File: config.mk
export PLATFORM = sky130hd
export DESIGN_NAME = ansi_sgr_to_text_cells
export DESIGN_NICKNAME = d
export VERILOG_FILES = /design/src/sgrtc_pkg.sv /design/src/ansi_sgr_to_text_cells.sv
export SDC_FILE = /design/constraint.sdc
export NUM_CORES = 1
export LEC_CHECK = 0
export ABC_AREA = 1
export BUFFER_PORTS_ARGS = -buffer_cell sky130_fd_sc_hd__buf_2
export CELL_PAD_IN_SITES_DETAIL_PLACEMENT = 0
export CELL_PAD_IN_SITES_GLOBAL_PLACEMENT = 1
export CORE_AREA = 2 2 104 146
export CTS_CLUSTER_DIAMETER = 150
export DETAILED_ROUTE_END_ITERATION = 12
export DIE_AREA = 0 0 106 148
export GPL_TIMING_DRIVEN = 0
export PLACE_DENSITY_LB_ADDON = 0.1
export SYNTH_ARGS = -nofsm -noshare
export SYNTH_HDL_FRONTEND = slang
export SYNTH_SLANG_ARGS = --single-unit
File: constraint.sdc
create_clock -name clk -period 5.8 [get_ports clk]
set_clock_uncertainty 0.2 [all_clocks]
set_input_delay 1.74 -clock clk [delete_from_list [all_inputs] [get_ports clk]]
set_output_delay 1.74 -clock clk [all_outputs]
set_load 0.1 [all_outputs]
File: src/sgrtc_pkg.sv
// ----------------------------------------------------------------------------
// sgrtc_pkg
// Shared codes and constants for the ANSI SGR to text cell converter.
// ----------------------------------------------------------------------------
package sgrtc_pkg;

  localparam int unsigned ByteW  = 8;
  localparam int unsigned ParamW = 10;
  localparam int unsigned KindW  = 2;
  localparam int unsigned ModeW  = 2;
  localparam int unsigned OutDataW = 56;

  // parse modes
  localparam logic [ModeW-1:0] MODE_TEXT = 2'd0;
  localparam logic [ModeW-1:0] MODE_ESC  = 2'd1;
  localparam logic [ModeW-1:0] MODE_SGR  = 2'd2;

  // result kinds
  localparam logic [KindW-1:0] KIND_CELL    = 2'd0;
  localparam logic [KindW-1:0] KIND_FILL    = 2'd1;
  localparam logic [KindW-1:0] KIND_BAD_SGR = 2'd2;
  localparam logic [KindW-1:0] KIND_NO_BRKT = 2'd3;

  // register indexes
  localparam logic REG_ROW_WIDTH = 1'b0;
  localparam logic REG_ROW_LIMIT = 1'b1;

  // stream bytes
  localparam logic [ByteW-1:0] CH_ESC   = 8'd27;
  localparam logic [ByteW-1:0] CH_LBRKT = 8'h5b;
  localparam logic [ByteW-1:0] CH_M     = 8'h6d;
  localparam logic [ByteW-1:0] CH_SEMI  = 8'h3b;
  localparam logic [ByteW-1:0] CH_CR    = 8'h0d;
  localparam logic [ByteW-1:0] CH_LF    = 8'h0a;
  localparam logic [ByteW-1:0] CH_ZERO  = 8'h30;
  localparam logic [ByteW-1:0] CH_NINE  = 8'h39;

  localparam logic [ByteW-1:0]  ROW_WIDTH_RST = 8'd80;
  localparam logic [ByteW-1:0]  ROW_LIMIT_RST = 8'd25;
  localparam logic [ParamW-1:0] PARAM_MAX     = 10'd999;
  localparam logic [ByteW-1:0]  ATTR_BRIGHT   = 8'h08;
  localparam logic [ByteW-1:0]  ATTR_BLINK    = 8'h80;
  localparam logic [ByteW-1:0]  COUNT_MAX     = 8'd255;

endpackage

File: src/ansi_sgr_to_text_cells.sv
// ----------------------------------------------------------------------------
// ansi_sgr_to_text_cells
// Turns an ANSI text byte stream into text-mode cells of character and
// attribute, parsing SGR escape sequences and padding rows on newline.
// The result is registered and reaches the output in the cycle after the accepting edge.
// Throughput: one byte per cycle; a byte is taken whenever the output register
// is empty or being drained, set by the single result register.
// Reset: synchronous; text mode, attribute, counters cleared, row width 80,
// row limit 25, no result pending.
// ----------------------------------------------------------------------------
module ansi_sgr_to_text_cells (
  input  logic        clk,
  input  logic        rst,
  input  logic        s_tvalid,
  output logic        s_tready,
  input  logic [7:0]  s_tdata,   // byte_in
  output logic        m_tvalid,
  input  logic        m_tready,
  output logic [sgrtc_pkg::OutDataW-1:0] m_tdata,
                                 // char_code, attribute, row, column, fill_count, bad_code, zeros
  output logic [1:0]  m_tuser,   // kind
  input  logic        cfg_we,
  input  logic        cfg_index,
  input  logic [7:0]  cfg_data
);

  logic [7:0] row_width;
  logic [7:0] row_limit;

  logic [sgrtc_pkg::ModeW-1:0]  parse_mode, parse_mode_next;
  logic [7:0]                   current_attr, current_attr_next;
  logic [sgrtc_pkg::ParamW-1:0] param_value, param_value_next;
  logic                         param_ended, param_ended_next;
  logic [7:0]                   col_count, col_count_next;
  logic [7:0]                   row_count, row_count_next;

  logic                         out_valid;
  logic [sgrtc_pkg::KindW-1:0]  out_kind, res_kind;
  logic [7:0]                   out_char, res_char;
  logic [7:0]                   out_attr;
  logic [7:0]                   out_row;
  logic [7:0]                   out_col;
  logic [7:0]                   out_fill, res_fill;
  logic [sgrtc_pkg::ParamW-1:0] out_bad, res_bad;
  logic                         res_valid;

  logic        accept;
  logic        limit_hit;
  logic [7:0]  b;
  logic        is_digit;
  logic [13:0] acc_sum;
  logic [7:0]  applied_attr;
  logic        applied_bad;
  logic [9:0]  p_minus40;
  logic [9:0]  p_minus30;

  assign s_tready  = !out_valid || m_tready;
  assign accept    = s_tvalid && s_tready;
  assign b         = s_tdata;
  assign limit_hit = (row_count >= row_limit);
  assign is_digit  = (b >= sgrtc_pkg::CH_ZERO) && (b <= sgrtc_pkg::CH_NINE);
  assign acc_sum   = {1'b0, param_value, 3'b000} + {3'b000, param_value, 1'b0}
                     + {6'd0, b - sgrtc_pkg::CH_ZERO};
  assign p_minus40 = param_value - 10'd40;
  assign p_minus30 = param_value - 10'd30;

  // sgr parameter applied to the attribute
  always_comb begin
    applied_attr = current_attr;
    applied_bad  = 1'b0;
    if (param_value >= 10'd40) begin
      applied_attr = {p_minus40[3:0], current_attr[3:0]};
    end else if (param_value >= 10'd30) begin
      applied_attr = {current_attr[7:4], p_minus30[3:0]};
    end else if (param_value == 10'd1) begin
      applied_attr = current_attr | sgrtc_pkg::ATTR_BRIGHT;
    end else if (param_value == 10'd5) begin
      applied_attr = sgrtc_pkg::ATTR_BLINK;
    end else if (param_value == 10'd0) begin
      applied_attr = 8'd0;
    end else begin
      applied_bad = 1'b1;
    end
  end

  always_comb begin
    parse_mode_next   = parse_mode;
    current_attr_next = current_attr;
    param_value_next  = param_value;
    param_ended_next  = param_ended;
    col_count_next    = col_count;
    row_count_next    = row_count;
    res_valid         = 1'b0;
    res_kind          = sgrtc_pkg::KIND_CELL;
    res_char          = 8'd0;
    res_fill          = 8'd0;
    res_bad           = '0;
    if (!limit_hit) begin
      case (parse_mode)
        sgrtc_pkg::MODE_ESC: begin
          if (b == sgrtc_pkg::CH_LBRKT) begin
            parse_mode_next   = sgrtc_pkg::MODE_SGR;
            current_attr_next = 8'd0;
            param_value_next  = '0;
            param_ended_next  = 1'b0;
          end else begin
            parse_mode_next = sgrtc_pkg::MODE_TEXT;
            res_valid       = 1'b1;
            res_kind        = sgrtc_pkg::KIND_NO_BRKT;
            res_char        = b;
          end
        end
        sgrtc_pkg::MODE_SGR: begin
          if (b == sgrtc_pkg::CH_M || b == sgrtc_pkg::CH_SEMI) begin
            current_attr_next = applied_attr;
            param_value_next  = '0;
            param_ended_next  = 1'b0;
            if (b == sgrtc_pkg::CH_M) begin
              parse_mode_next = sgrtc_pkg::MODE_TEXT;
            end
            if (applied_bad) begin
              res_valid = 1'b1;
              res_kind  = sgrtc_pkg::KIND_BAD_SGR;
              res_bad   = param_value;
            end
          end else if (is_digit && !param_ended) begin
            param_value_next = (acc_sum > 14'(sgrtc_pkg::PARAM_MAX)) ?
                               sgrtc_pkg::PARAM_MAX : acc_sum[9:0];
          end else begin
            param_ended_next = 1'b1;
          end
        end
        default: begin
          parse_mode_next = sgrtc_pkg::MODE_TEXT;
          if (b == sgrtc_pkg::CH_ESC) begin
            parse_mode_next = sgrtc_pkg::MODE_ESC;
          end else if (b == sgrtc_pkg::CH_CR) begin
            res_valid = 1'b0;
          end else if (b == sgrtc_pkg::CH_LF) begin
            if (col_count != 8'd0 || row_count != 8'd0) begin
              res_valid      = 1'b1;
              res_kind       = sgrtc_pkg::KIND_FILL;
              res_fill       = (col_count < row_width) ? row_width - col_count : 8'd0;
              col_count_next = 8'd0;
              if (row_count != sgrtc_pkg::COUNT_MAX) begin
                row_count_next = row_count + 8'd1;
              end
            end
          end else begin
            res_valid = 1'b1;
            res_kind  = sgrtc_pkg::KIND_CELL;
            res_char  = b;
            if (col_count != sgrtc_pkg::COUNT_MAX) begin
              col_count_next = col_count + 8'd1;
            end
          end
        end
      endcase
    end
  end

  always_ff @(posedge clk) begin
    if (rst) begin
      row_width <= sgrtc_pkg::ROW_WIDTH_RST;
      row_limit <= sgrtc_pkg::ROW_LIMIT_RST;
    end else if (cfg_we) begin
      case (cfg_index)
        sgrtc_pkg::REG_ROW_WIDTH: row_width <= cfg_data;
        sgrtc_pkg::REG_ROW_LIMIT: row_limit <= cfg_data;
        default: row_width <= row_width;
      endcase
    end
  end

  always_ff @(posedge clk) begin
    if (rst) begin
      parse_mode   <= sgrtc_pkg::MODE_TEXT;
      current_attr <= 8'd0;
      param_value  <= '0;
      param_ended  <= 1'b0;
      col_count    <= 8'd0;
      row_count    <= 8'd0;
    end else if (accept) begin
      parse_mode   <= parse_mode_next;
      current_attr <= current_attr_next;
      param_value  <= param_value_next;
      param_ended  <= param_ended_next;
      col_count    <= col_count_next;
      row_count    <= row_count_next;
    end
  end

  always_ff @(posedge clk) begin
    if (rst) begin
      out_valid <= 1'b0;
    end else if (accept) begin
      out_valid <= res_valid;
    end else if (m_tready) begin
      out_valid <= 1'b0;
    end
  end

  // result payload, attribute as it stands after the item, row and column before it
  always_ff @(posedge clk) begin
    if (accept && res_valid) begin
      out_kind <= res_kind;
      out_char <= res_char;
      out_attr <= current_attr_next;
      out_row  <= row_count;
      out_col  <= col_count;
      out_fill <= res_fill;
      out_bad  <= res_bad;
    end
  end

  assign m_tvalid = out_valid;
  assign m_tuser  = out_kind;
  assign m_tdata  = {6'd0, out_bad, out_fill, out_col, out_row, out_attr, out_char};

  a_param_sat: assert property (@(posedge clk) disable iff (rst)
    param_value <= sgrtc_pkg::PARAM_MAX)
    else $error("sgr parameter above saturation value");

  a_limit_quiet: assert property (@(posedge clk) disable iff (rst)
    accept && limit_hit |-> !res_valid && row_count_next == row_count)
    else $error("item past row limit changed state or gave a result");

  a_fill_resets_col: assert property (@(posedge clk) disable iff (rst)
    accept && res_valid && res_kind == sgrtc_pkg::KIND_FILL |=> col_count == 8'd0)
    else $error("column not cleared after row fill");

  a_bad_code_range: assert property (@(posedge clk) disable iff (rst)
    out_valid && out_kind == sgrtc_pkg::KIND_BAD_SGR |->
      out_bad >= 10'd2 && out_bad <= 10'd29 && out_bad != 10'd5)
    else $error("unsupported code result carries a supported code");

  a_fill_no_char: assert property (@(posedge clk) disable iff (rst)
    out_valid && out_kind == sgrtc_pkg::KIND_FILL |-> out_char == 8'd0)
    else $error("row fill carries a character");

endmodule
==> flow_summary.ini <==
[run_status]
outcome = finished clean

[floorplanning]
die_w_microns = 106
die-area_sq_mm = 0.0157
fp.coreArea_sq_mm = 0.0144
fp-row-count = 52
initial_utilization_pct = 44.3
boundaryPins = 82
die_y_microns = 148

[setup_path]
path_max_fanout = 10
startpoint_type = primary input
path_cells = buf_2 > inv_1 > ha_1 > fa_1 > ha_1 > nand2_1 > nand2_1 > inv_1 > nand2_1 > nand2_1 > nand2_1 > nand2_1 > nand2_1 > inv_1 > nand2_1 > nor2_2 > nand3_1 > nand2_1 > a21oi_1
cp-end-kind = flip-flop
worstPathArrival_ns = 4.48
crit_slowest_cell = fa_1
crit_type = in -> reg
path_common_cell = nand2_1
worstPathRequired_ns = 5.81
cp_slowest_stage_delay_ns = 0.45

[clock_tree]
root_buffer = clkbuf_16
cts_resized = 0
clkTransAtPathRegs_ns = 0.07
htreeDepth = 3
numCtsBuffers = 9
cts_tree = done
clkLatencyLatePin_ns = 0.35
clockBufferDepth = 2
clock_sink_count = 106
hold_buffers = 0
postCtsSetupRepairBufs = 0

[sta]
setup_ws_ns = 1.33
max_freq_mhz = 224
finalMaxSlewViolations = 0
setup_viol = 0
rsz0062_at_grt = false
max_slew.worst_pin.slew_ns = 0.587
fin_setup_tns_ns = 0
period_needed_ns = 4.47
hold_violations = 0
finalCritPeriodShare_pct = 77.1
relSlewSlack_pct = 60.9

[synth]
synth_top_flop_cell = dfxtp_1
syn_area_sq_mm = 0.00637
synth_edf_count = 52
synthTopCellsByArea = edfxtp_1 25%, dfxtp_1 17%, nand2_1 12%
async_reset_ff_share_pct = 0
yosys_warnings = 0
ys_ff_latch = 106
synthCells = 820
ys_types = 45
ys_seq_area_share_pct = 41.5
synth_area_per_cell_sq_um = 7.77
synth_top_area_share_pct = 24.5
synth_largest_area_cell = edfxtp_1

[layout]
fin_area_sq_mm = 0.00736
stdcell_count = 1110
antenna_cells = 0
drive_above_1_share_pct = 13.8
fillers = 1425
area_growth_pct = 15.6
layout_commonest_cell = nand2_1
layout_common_cells = 199 x nand2_1, 116 x inv_1, 88 x nor2_1
layout.nets = 987

[grt]
grt_max_degree = 31
grt_pass1_wl_mm = 27.0
grtUsageTotal_pct = 21.8
grt.overflow.total = 0
grt_pass1_vias = 5520
antenna_found_initial = 0

[detailed_routing]
vias = 5585
drtIter0Drc = 219
dr.pass1.iters = 5
postRouteAntennaNets = 0
detailroute.wirelength.met3_microns = 581
wl_met2_mm = 9.05
drt-total-wl_mm = 16.6
routed_via_density = 5.03
top_layer_used = met4
wl_met1_mm = 6.69
drc = 0
wire_per_inst_microns = 14.9

[placement]
dp_slack_ns = 0.984
io_buffer_count = 74
postPlaceCellArea_sq_mm = 0.00704
place.gp.congestion = 0.892
placed_cells = 1094
hpwl_mm = 13.1

[power]
p_per_area_mw_per_mm2 = 293
power_w = 0.00216
p_leak_nw = 3.49
ir_drop_mv = 0.155

[job]
drv_cap = 0

[min_path]
hold_path_class = reg -> reg
==> cells in the mapped netlist, types with 13 or more instances <==
| master | n |
|---|---|
| o21ai_0 | 29 |
| nand3_1 | 55 |
| nor2_1 | 88 |
| nor3_1 | 13 |
| nand2_1 | 199 |
| xor2_1 | 16 |
| nand4_1 | 15 |
| a21oi_1 | 51 |
| edfxtp_1 | 52 |
| inv_1 | 117 |
| dfxtp_1 | 54 |
| ha_1 | 42 |
==> metrics by stage <==
stage	utilization, %	hold slack [ns]
CTS	51.2	0.248
finish	51.2	0.249
detailed placement	48.9	0.231
global placement	48.8	0.219
floorplan	-	0.206
global route	51.2	0.266
==> final timing paths <==
| check | depth (start not counted) | from | endpoint | slack [ns] |
|---|---|---|---|---|
| setup reg to reg | 9 | row_count[5] | out_bad[4] | 2.48 |
| hold reg to reg | 0 | col_count[2] | out_col[2] | 0.25 |
| hold / removal | 0 | col_count[2] | out_col[2] | 0.25 |
| setup / recovery | 19 | s_tdata[4] | param_value[1] | 1.33 |
==> cells by family (layout without fill, tap and decap cells) <==
group	count (synthesis)	after routing	synth area share, %
simple gates	398	398	27.1
buf+inv	139	230	8.70
flops	106	106	41.5
compound gates	105	105	9.23
fa+ha+maj	49	49	10.4
xor+xnor	22	22	3.02
other cells	1	11	0.0588
==> where the power goes <==
| part | switching [W] | internal [W] |
|---|---|---|
| Combinational | 0.000489 | 0.000120 |
| Clock | 0.000280 | 0.000394 |
| Sequential | 0.0000245 | 0.000849 |
==> routing by layer <==
layer | GRT usage [%] | up-vias
met4 | 5.46 | 0
met5 | 0 | -
met2 | 42.9 | 113
met3 | 3.35 | 15
li1 | - | 2854
met1 | 24.1 | 2603
==> worst max-delay path, delay by kind of cell <==
kind	cells	cell delay [ns]
AND/OR/NAND/NOR	11	1.17
buffers and inverters	4	0.36
adder cells (fa/ha/maj)	3	1.15
AO/OA/AOI/OAI	1	0.06
==> layout make-up <==
type | count | area [sq um] | area share (%)
plain buffers | 19 | 104 | 1.41
clock buffers | 11 | 243 | 3.30
clock inverters | 5 | 85.1 | 1.16
inverters | 120 | 450 | 6.12
multi-input cells | 585 | 3210 | 43.6
flip-flops and latches | 106 | 2640 | 35.9
well taps | 189 | 236 | 3.21
repair buffers | 75 | 390 | 5.30
==> sequential cells by signal, indices dropped and copies added, names as in the netlist <==
register,flops
param_value,10
row_limit,8
out_col,8
m_tuser,2
param_ended,1
row_width,8
out_bad,10
out_attr,8
m_tvalid,1
parse_mode,2
current_attr,8
out_row,8
out_char,8
out_fill,8
col_count,8
row_count,8
Power figures use the tool's default switching activity.
